`src/rtl/pwrseq_pkg.sv`:
```
// Shared types, state codes and pin positions for the FPGA power sequencer.
package pwrseq_pkg;

    localparam int FSM_W      = 3;
    localparam int PIN_W      = 7;
    localparam int WDT_W      = 32;
    localparam int SUP_W      = 16;
    localparam int GOAL_W     = 2;
    localparam int BOOT_W     = 2;
    localparam int CFG_IDX_W  = 2;
    localparam int CFG_DATA_W = 32;

    // state codes
    localparam logic [FSM_W-1:0] ST_ERROR  = 3'd0;
    localparam logic [FSM_W-1:0] ST_PDOWN  = 3'd1;
    localparam logic [FSM_W-1:0] ST_POFF   = 3'd2;
    localparam logic [FSM_W-1:0] ST_PUP    = 3'd3;
    localparam logic [FSM_W-1:0] ST_READY  = 3'd4;
    localparam logic [FSM_W-1:0] ST_CONFIG = 3'd5;
    localparam logic [FSM_W-1:0] ST_ACTIVE = 3'd6;

    // goal codes
    localparam logic [GOAL_W-1:0] GOAL_OFF    = 2'd0;
    localparam logic [GOAL_W-1:0] GOAL_RECONF = 2'd2;

    // pin bank bit positions
    localparam int PIN_MEM  = 0;
    localparam int PIN_B0   = 1;
    localparam int PIN_B1   = 2;
    localparam int PIN_PROG = 3;
    localparam int PIN_INIT = 4;
    localparam int PIN_PWR  = 5;
    localparam int PIN_I2C  = 6;

    // configuration register indexes
    localparam logic [CFG_IDX_W-1:0] CFG_WDT_ENABLE  = 2'd0;
    localparam logic [CFG_IDX_W-1:0] CFG_WDT_TIMEOUT = 2'd1;
    localparam logic [CFG_IDX_W-1:0] CFG_DOWN_WAIT   = 2'd2;
    localparam logic [CFG_IDX_W-1:0] CFG_UP_WAIT     = 2'd3;

    localparam logic [WDT_W-1:0] RST_WDT_TIMEOUT = 32'd10000;
    localparam logic [SUP_W-1:0] RST_DOWN_WAIT   = 16'd150;
    localparam logic [SUP_W-1:0] RST_UP_WAIT     = 16'd3;

    typedef struct packed {
        logic             wdt_enable;
        logic [WDT_W-1:0] wdt_timeout;
        logic [SUP_W-1:0] down_wait;
        logic [SUP_W-1:0] up_wait;
    } t_cfg;

    typedef struct packed {
        logic [GOAL_W-1:0] goal;
        logic              cfg_memory;
        logic [BOOT_W-1:0] boot_select;
        logic              supply_level;
        logic              watchdog_level;
        logic              fpga_mem_select;
    } t_item;

    typedef struct packed {
        logic [FSM_W-1:0] fsm;
        logic             wdt_seen;
        logic [WDT_W-1:0] wdt_elapsed;
        logic             supply_det;
        logic [SUP_W-1:0] supply_elapsed;
        logic [PIN_W-1:0] pins;
    } t_state;

    typedef struct packed {
        logic [FSM_W-1:0] fsm_code;
        logic [PIN_W-1:0] pins;
        logic             i2c_accessible;
    } t_result;

endpackage

```
`src/rtl/fpga_power_sequencer_watchdog.sv`:
```
// Top level of the FPGA power sequencer: input stage, state, config and result stage.
//
//  channel  | direction | handshake                | payload
//  ---------+-----------+--------------------------+---------------------------------------
//  tick in  | in        | i_in_valid / o_in_ready  | goal, memory, boot, supply, wdog, fmem
//  result   | out       | o_out_valid / i_out_ready| state code and pin levels
//  config   | in        | i_cfg_we (no wait)       | i_cfg_index, i_cfg_data
//
//  A tick is registered in the input stage, then the sequencer state and the result register
//  update from it once the result stage is free: one tick per cycle sustained while results
//  are taken. The single state register update per cycle sets that rate.
//  Reset (synchronous, active low) puts the sequencer in the power-down wait with all pins
//  low and loads the default timeouts. A stalled result holds the input stage; ticks keep
//  flowing whenever the result is taken each cycle.
module fpga_power_sequencer_watchdog (
    input  logic                                i_clk,
    input  logic                                i_rst_n,
    input  logic                                i_in_valid,
    output logic                                o_in_ready,
    input  logic [pwrseq_pkg::GOAL_W-1:0]       i_goal,
    input  logic                                i_cfg_memory,
    input  logic [pwrseq_pkg::BOOT_W-1:0]       i_boot_select,
    input  logic                                i_supply_level,
    input  logic                                i_watchdog_level,
    input  logic                                i_fpga_mem_select,
    output logic                                o_out_valid,
    input  logic                                i_out_ready,
    output logic [pwrseq_pkg::FSM_W-1:0]        o_fsm_code,
    output logic                                o_mem_select_pin,
    output logic                                o_boot0_pin,
    output logic                                o_boot1_pin,
    output logic                                o_program_low,
    output logic                                o_init_low,
    output logic                                o_power_enable,
    output logic                                o_i2c_released,
    output logic                                o_i2c_accessible,
    input  logic                                i_cfg_we,
    input  logic [pwrseq_pkg::CFG_IDX_W-1:0]    i_cfg_index,
    input  logic [pwrseq_pkg::CFG_DATA_W-1:0]   i_cfg_data
);

    pwrseq_pkg::t_cfg    r_cfg;
    pwrseq_pkg::t_state  r_state;
    pwrseq_pkg::t_state  n_state;
    pwrseq_pkg::t_item   r_item;
    pwrseq_pkg::t_result r_out;
    pwrseq_pkg::t_result n_out;
    logic                r_in_valid;
    logic                r_out_valid;
    logic                out_free;
    logic                advance;

    assign out_free   = !r_out_valid || i_out_ready;
    assign advance    = r_in_valid && out_free;
    assign o_in_ready = !r_in_valid || out_free;

    always_ff @(posedge i_clk) begin
        if (!i_rst_n) begin
            r_cfg.wdt_enable  <= 1'b1;
            r_cfg.wdt_timeout <= pwrseq_pkg::RST_WDT_TIMEOUT;
            r_cfg.down_wait   <= pwrseq_pkg::RST_DOWN_WAIT;
            r_cfg.up_wait     <= pwrseq_pkg::RST_UP_WAIT;
        end else if (i_cfg_we) begin
            case (i_cfg_index)
                pwrseq_pkg::CFG_WDT_ENABLE:  r_cfg.wdt_enable  <= i_cfg_data[0];
                pwrseq_pkg::CFG_WDT_TIMEOUT: r_cfg.wdt_timeout <= i_cfg_data;
                pwrseq_pkg::CFG_DOWN_WAIT:   r_cfg.down_wait   <= i_cfg_data[pwrseq_pkg::SUP_W-1:0];
                pwrseq_pkg::CFG_UP_WAIT:     r_cfg.up_wait     <= i_cfg_data[pwrseq_pkg::SUP_W-1:0];
                default: ;
            endcase
        end
    end

    // input stage
    always_ff @(posedge i_clk) begin
        if (!i_rst_n) begin
            r_in_valid <= 1'b0;
        end else if (o_in_ready) begin
            r_in_valid <= i_in_valid;
        end
    end

    always_ff @(posedge i_clk) begin
        if (i_in_valid && o_in_ready) begin
            r_item.goal            <= i_goal;
            r_item.cfg_memory      <= i_cfg_memory;
            r_item.boot_select     <= i_boot_select;
            r_item.supply_level    <= i_supply_level;
            r_item.watchdog_level  <= i_watchdog_level;
            r_item.fpga_mem_select <= i_fpga_mem_select;
        end
    end

    pwrseq_step u_step (
        .i_state  (r_state),
        .i_cfg    (r_cfg),
        .i_item   (r_item),
        .o_next   (n_state),
        .o_result (n_out)
    );

    always_ff @(posedge i_clk) begin
        if (!i_rst_n) begin
            r_state.fsm            <= pwrseq_pkg::ST_PDOWN;
            r_state.wdt_seen       <= 1'b0;
            r_state.wdt_elapsed    <= '0;
            r_state.supply_det     <= 1'b0;
            r_state.supply_elapsed <= '0;
            r_state.pins           <= '0;
        end else if (advance) begin
            r_state <= n_state;
        end
    end

    // result stage
    always_ff @(posedge i_clk) begin
        if (!i_rst_n) begin
            r_out_valid <= 1'b0;
        end else if (out_free) begin
            r_out_valid <= r_in_valid;
        end
    end

    always_ff @(posedge i_clk) begin
        if (advance) begin
            r_out <= n_out;
        end
    end

    assign o_out_valid      = r_out_valid;
    assign o_fsm_code       = r_out.fsm_code;
    assign o_mem_select_pin = r_out.pins[pwrseq_pkg::PIN_MEM];
    assign o_boot0_pin      = r_out.pins[pwrseq_pkg::PIN_B0];
    assign o_boot1_pin      = r_out.pins[pwrseq_pkg::PIN_B1];
    assign o_program_low    = r_out.pins[pwrseq_pkg::PIN_PROG];
    assign o_init_low       = r_out.pins[pwrseq_pkg::PIN_INIT];
    assign o_power_enable   = r_out.pins[pwrseq_pkg::PIN_PWR];
    assign o_i2c_released   = r_out.pins[pwrseq_pkg::PIN_I2C];
    assign o_i2c_accessible = r_out.i2c_accessible;

    // power is off whenever the sequencer is shutting down or sits unpowered
    a_unpowered_states: assert property (@(posedge i_clk) disable iff (!i_rst_n)
        (r_state.fsm == pwrseq_pkg::ST_PDOWN || r_state.fsm == pwrseq_pkg::ST_POFF)
        |-> !r_state.pins[pwrseq_pkg::PIN_PWR])
        else $error("power enabled while powered down");

    // config and active only run with power applied and I2C released
    a_run_powered: assert property (@(posedge i_clk) disable iff (!i_rst_n)
        (r_state.fsm == pwrseq_pkg::ST_CONFIG || r_state.fsm == pwrseq_pkg::ST_ACTIVE)
        |-> (r_state.pins[pwrseq_pkg::PIN_PWR] && r_state.pins[pwrseq_pkg::PIN_I2C]))
        else $error("config/active without power or I2C release");

    // I2C release is sticky
    a_i2c_sticky: assert property (@(posedge i_clk) disable iff (!i_rst_n)
        r_state.pins[pwrseq_pkg::PIN_I2C] |=> r_state.pins[pwrseq_pkg::PIN_I2C])
        else $error("I2C release cleared");

    // a transaction moving out of the input stage always lands in the result stage
    a_advance_lands: assert property (@(posedge i_clk) disable iff (!i_rst_n)
        advance |=> r_out_valid)
        else $error("result lost after stage advance");

    // state only changes when a transaction advances
    a_state_hold: assert property (@(posedge i_clk) disable iff (!i_rst_n)
        !advance |=> $stable(r_state))
        else $error("state changed without a transaction");

endmodule

```
`src/rtl/pwrseq_step.sv`:
```
// Next-state and result logic for one tick of the power sequencer.
module pwrseq_step (
    input  pwrseq_pkg::t_state  i_state,
    input  pwrseq_pkg::t_cfg    i_cfg,
    input  pwrseq_pkg::t_item   i_item,
    output pwrseq_pkg::t_state  o_next,
    output pwrseq_pkg::t_result o_result
);

    logic [pwrseq_pkg::SUP_W-1:0] sup_inc;
    logic [pwrseq_pkg::SUP_W-1:0] sup_wait;
    logic                         sup_want;
    logic                         sup_match;
    logic [pwrseq_pkg::WDT_W-1:0] wdt_inc;
    logic [pwrseq_pkg::WDT_W-1:0] wdt_nx;
    logic                         wdt_toggle;
    logic                         wdt_timeout;
    logic                         goal_off;

    always_comb begin
        sup_inc = i_state.supply_elapsed;
        if (i_state.supply_det && (i_state.supply_elapsed != {pwrseq_pkg::SUP_W{1'b1}})) begin
            sup_inc = i_state.supply_elapsed + 1'b1;
        end
        sup_want  = (i_state.fsm == pwrseq_pkg::ST_PUP);
        sup_wait  = sup_want ? i_cfg.up_wait : i_cfg.down_wait;
        sup_match = (i_item.supply_level == sup_want);

        wdt_inc = i_state.wdt_elapsed;
        if (i_state.wdt_elapsed != {pwrseq_pkg::WDT_W{1'b1}}) begin
            wdt_inc = i_state.wdt_elapsed + 1'b1;
        end
        wdt_toggle  = (i_item.watchdog_level != i_state.wdt_seen);
        wdt_nx      = wdt_toggle ? '0 : wdt_inc;
        wdt_timeout = i_cfg.wdt_enable && (wdt_nx > i_cfg.wdt_timeout);

        goal_off = (i_item.goal == pwrseq_pkg::GOAL_OFF);
    end

    always_comb begin
        o_next = i_state;
        case (i_state.fsm)
            pwrseq_pkg::ST_PDOWN, pwrseq_pkg::ST_PUP: begin
                o_next.supply_elapsed = sup_inc;
                if (sup_match) begin
                    if (!i_state.supply_det) begin
                        o_next.supply_det     = 1'b1;
                        o_next.supply_elapsed = '0;
                    end else if (sup_inc >= sup_wait) begin
                        o_next.supply_det = 1'b0;
                        o_next.fsm = sup_want ? pwrseq_pkg::ST_READY : pwrseq_pkg::ST_POFF;
                    end
                end
            end
            pwrseq_pkg::ST_POFF: begin
                if (!goal_off) begin
                    o_next.pins[pwrseq_pkg::PIN_INIT] = 1'b1;
                    o_next.pins[pwrseq_pkg::PIN_PWR]  = 1'b1;
                    o_next.fsm = pwrseq_pkg::ST_PUP;
                end
            end
            pwrseq_pkg::ST_READY: begin
                if (goal_off) begin
                    o_next.pins = i_state.pins & (pwrseq_pkg::PIN_W'(1) << pwrseq_pkg::PIN_I2C);
                    o_next.fsm  = pwrseq_pkg::ST_PDOWN;
                end else begin
                    o_next.pins = '0;
                    o_next.pins[pwrseq_pkg::PIN_PWR] = i_state.pins[pwrseq_pkg::PIN_PWR];
                    o_next.pins[pwrseq_pkg::PIN_I2C] = 1'b1;
                    o_next.pins[pwrseq_pkg::PIN_MEM] = i_item.cfg_memory;
                    o_next.pins[pwrseq_pkg::PIN_B0]  = i_item.boot_select[0];
                    o_next.pins[pwrseq_pkg::PIN_B1]  = i_item.boot_select[1];
                    o_next.wdt_seen    = 1'b0;
                    o_next.wdt_elapsed = '0;
                    o_next.fsm = pwrseq_pkg::ST_CONFIG;
                end
            end
            pwrseq_pkg::ST_CONFIG, pwrseq_pkg::ST_ACTIVE: begin
                o_next.wdt_seen    = i_item.watchdog_level;
                o_next.wdt_elapsed = wdt_nx;
                if (wdt_timeout) begin
                    o_next.fsm = pwrseq_pkg::ST_ERROR;
                end else if (goal_off) begin
                    o_next.pins = i_state.pins & (pwrseq_pkg::PIN_W'(1) << pwrseq_pkg::PIN_I2C);
                    o_next.fsm  = pwrseq_pkg::ST_PDOWN;
                end else if (i_state.fsm == pwrseq_pkg::ST_ACTIVE) begin
                    o_next.pins[pwrseq_pkg::PIN_MEM] = i_item.fpga_mem_select;
                end else if (i_item.watchdog_level) begin
                    o_next.fsm = pwrseq_pkg::ST_ACTIVE;
                end
            end
            default: begin
                // error, and the unused code which behaves the same
                o_next.fsm = pwrseq_pkg::ST_ERROR;
                if (goal_off) begin
                    o_next.pins = i_state.pins & (pwrseq_pkg::PIN_W'(1) << pwrseq_pkg::PIN_I2C);
                    o_next.fsm  = pwrseq_pkg::ST_PDOWN;
                end else if (i_item.goal == pwrseq_pkg::GOAL_RECONF) begin
                    o_next.pins[pwrseq_pkg::PIN_PROG] = 1'b1;
                    o_next.wdt_seen    = 1'b0;
                    o_next.wdt_elapsed = '0;
                    o_next.fsm = pwrseq_pkg::ST_READY;
                end
            end
        endcase
    end

    always_comb begin
        o_result.fsm_code       = o_next.fsm;
        o_result.pins           = o_next.pins;
        o_result.i2c_accessible = (o_next.fsm == pwrseq_pkg::ST_POFF)
                               || (o_next.fsm == pwrseq_pkg::ST_READY);
    end

endmodule

```
`config.mk`:
```
export PLATFORM = sky130hd
export DESIGN_NAME = fpga_power_sequencer_watchdog
export DESIGN_NICKNAME = d
export VERILOG_FILES = /design/src/rtl/pwrseq_pkg.sv /design/src/rtl/fpga_power_sequencer_watchdog.sv /design/src/rtl/pwrseq_step.sv
export SDC_FILE = /design/constraint.sdc
export NUM_CORES = 1
export LEC_CHECK = 0
export BUFFER_PORTS_ARGS = -buffer_cell sky130_fd_sc_hd__buf_2
export CORE_MARGIN = 4
export CORE_UTILIZATION = 55
export DETAILED_ROUTE_END_ITERATION = 12
export PLACE_DENSITY = 0.74
export RECOVER_POWER = 25
export SYNTH_ARGS = -nofsm -noshare
export SYNTH_HDL_FRONTEND = slang
export SYNTH_SLANG_ARGS = --single-unit
```
`constraint.sdc`:
```
create_clock -name i_clk -period 7.6 [get_ports i_clk]
set_input_delay 2.28 -clock i_clk [delete_from_list [all_inputs] [get_ports i_clk]]
set_output_delay 2.28 -clock i_clk [all_outputs]
set_load 0.05 [all_outputs]
```
==> metrics.md <==
| Metric | Value |
|---|---|
| Status | `complete, but fails checks` |
| Failing checks | `max-capacitance violations, max-slew violations` |
| DR iter-0 viols | `590` |
| Hold Vio Cnt, Final | `0` |
| CTS Buf Count | `17` |
| Async set or reset register ratio after synthesis | `0%` |
| First drt pass iteration count | `5` |
| Synth unique cells | `62` |
| Via count | `between 7,000 and 8,000` |
| Drt wl/cell | `roughly 16 µm` |
| Hold slack | `0.4537 ns` |
| Setup_tns | `0 ns` |
| Syn-to-layout area delta | `10.80%` |
| Synth cell count leaders | `nand2_1 (206), dfxtp_1 (127), a21oi_1 (100)` |
| Mapped Nets | `about 1,200` |
| Yosys reg bits | `about 150` |
| Area share of the largest cell type after synthesis | `roughly 30%` |
| Area contributors post-synth | `dfxtp_1 (30%), nand2_1 (9.2%), ha_1 (7.4%)` |
| Final Max Slew Viols | `between 70 and 80` |
| CP endpoint kind | `register` |
| Final Cell Area | `approximately 9400 µm²` |
| Pint | `around 0.0014 W` |
| Max Fclk | `between 150 and 200 MHz` |
| Clock root cell | `clkbuf_16` |
| NetSw | `roughly 0.00046 W` |
| Worst-Skew Late Latency | `0.43 ns` |
| Final setup fails | `0` |
| Row count | `45` |
| Net Sw Frac | `25.33%` |
| H-Tree Depth | `4` |
| WHS Path Cells | `2` |
| CTS tree | `done` |
| Max-cap viol count | `2` |
| Number of synthesized flops with an enable pin | `19` |
| Leak pwr | `between 3 and 4 nW` |
| Core ar. | `approximately 15,000 µm²` |
| DRT antenna net count | `0` |
| Number of setup buffers added after CTS | `0` |
| Initial antenna violation count | `0` |
| Synth warnings | `0` |
| Max IR drop VDD | `~0.15 mV` |
| Post_cts resized | `0` |
| Die Y | `131.9 µm` |
| Slew headroom | `-15.58%` |
| Placed Area | `roughly 9000 µm²` |
| DRC | `0` |
| Post-Synthesis Cell Area | `approximately 8400 µm²` |
| Largest net degree at the start of global routing | `66` |
| Vias/cell | `slightly below 6` |
| Combinational share of power | `about 8.3%` |
| Period minus WS final | `between 5 and 6 ns` |
| Count leader, synth | `nand2_1` |
| Clock share of power | `a little under half` |
| Inserted Diodes | `0` |
| Die ar. | `about 17,000 µm²` |
| Area leader, netlist | `dfxtp_1` |
| RSZ-0062 raised after global routing | `false` |
| Final net count | `about 1,200` |
| Worst r2r path cells | `16` |
| Crit Path Max Fanout | `35` |
| Total Routed Length | `approximately 21,000 µm` |
| Initial core utilization | `a little under three fifths` |
| Syn_area_per_cell | `between 7 and 8 µm²` |
| GRT Util Overall | `approximately a quarter` |
| HPWL after DPL | `roughly 15,000 µm` |
| Worst Hold Class | `reg -> reg` |
| Post-Synthesis Cells | `1,069` |
| Reg power frac | `between 40% and 50%` |
| Register area share after synthesis | `between 30% and 40%` |
| CP Launch Type | `input port` |
| Clock buffer depth | `2` |
| Total grt overflow | `0` |
| Pwr per Cell Area | `between 150 and 200 nW/µm²` |
| # IOs | `60` |
| Layout cell share with drive strength beyond 1 | `approximately a tenth` |
| Tcrit/Tclk final | `slightly below 70%` |
| Most used DFF post-synth | `dfxtp_1` |
| Worst Path Arrival | `approximately 5.6 ns` |
| Vias in the first global route | `between 7,000 and 8,000` |
| CP required | `roughly 8.0 ns` |
| Die Width | `~130 µm` |
| Clock Sinks | `roughly 150` |
| Kind of critical path | `in -> reg` |
| Clock slew at reported path FFs | `about 0.060 ns` |
| PortBufs | `between 50 and 60` |
| Clock Skew | `0.007853 ns` |
| First-pass GRT wire length | `~34,000 µm` |
| Cts hold-fix bufs | `0` |
| Placer Congestion | `around 0.87` |
| Slew @ Worst Pin | `around 1.7 ns` |
-- layout by cell type (no fill, tap or decap), types with 20 or more instances in the layout --
master   count
nand3_1     48
a31oi_1     30
dfxtp_1    127
xnor2_1     25
xor2_1      24
a21oi_1    100
inv_1       40
ha_1        50
nor2_1      79
nand4_1     20
buf_2       45
nand2_1    206
o21ai_0     52
-- final cells by class --
| type | instances | area, µm² |
|---|---|---|
| clock buffers | 19 | 464.2 |
| inverters | 40 | 150.1 |
| repair buffers | 64 | 311.5 |
| flip-flops and latches | 146 | 3113 |
| clock inverters | 13 | 148.9 |
| fillers | 1374 | 5791 |
| multi-input cells | 827 | 4932 |
| well taps | 188 | 235.2 |
-- worst max-delay path, stage by stage --
cell and delay [ns]:
clkbuf_1 1.23, inv_1 0.83, nor2_1 0.85, o21ai_0 0.20, a31oi_1 0.20
-- cell families (layout without fill, tap and decap cells) --
family,count (synthesis),in the layout,synth area share (%)
xor gates and xnor gates,50,50,5.187
and+or+nand+nor,453,453,25.25
buffers and inverters,96,136,4.801
DFF,146,146,36.87
AOI/OAI and AO/OA,255,255,18.20
muxes,19,19,2.282
adders and majority gates,50,50,7.410
-- power groups by stage --
stage	Sequential, W	Clock [W]	Combinational, W
floorplan	0.000837	0	0.000101
global placement	0.000835	0	0.000149
detailed placement	0.000835	0	0.000151
CTS	0.000818	0.000870	0.000153
global route	0.000821	0.000906	0.000171
finish	0.000818	0.000861	0.000152
-- worst paths after layout --
path                       startpoint  slack, ns                         end
min reg2reg    r_cfg[49]$_SDFFE_PN0P_       0.45      r_cfg[49]$_SDFFE_PN0P_
max                           i_rst_n       2.35    r_state[21]$_SDFFE_PN0P_
min            r_cfg[49]$_SDFFE_PN0P_       0.45      r_cfg[49]$_SDFFE_PN0P_
max reg2reg  r_state[24]$_SDFFE_PN0P_       2.59  o_i2c_accessible$_DFFE_PP_
-- flip-flops by register name (all words and copies together), names as in the netlist, 3 cells and up --
register    cells
r_item          8
r_state        60
o_fsm_code      3
r_cfg          65
-- stage by stage --
stage	std cells	worst slack [ns]	power, W	utilization (%)
2_1_floorplan	1069	2.562	0.0009375	-
3_3_place_gp	1265	2.476	0.0009840	57.86
3_5_place_dp	1265	2.434	0.0009860	57.86
4_1_cts	1297	2.428	0.001841	61.91
5_1_grt	1297	1.977	0.001897	61.77
6_report	1297	2.346	0.001832	61.77
-- per-layer routing --
layer	up-vias	share of wire (%)	global-route usage, %
met5	-	0	0
met3	33	4.9	5.344
li1	3842	-	-
met2	202	47	38.91
met1	3552	46	31.84
met4	0	2.1	6.884
(Power assumes the default switching activity.)
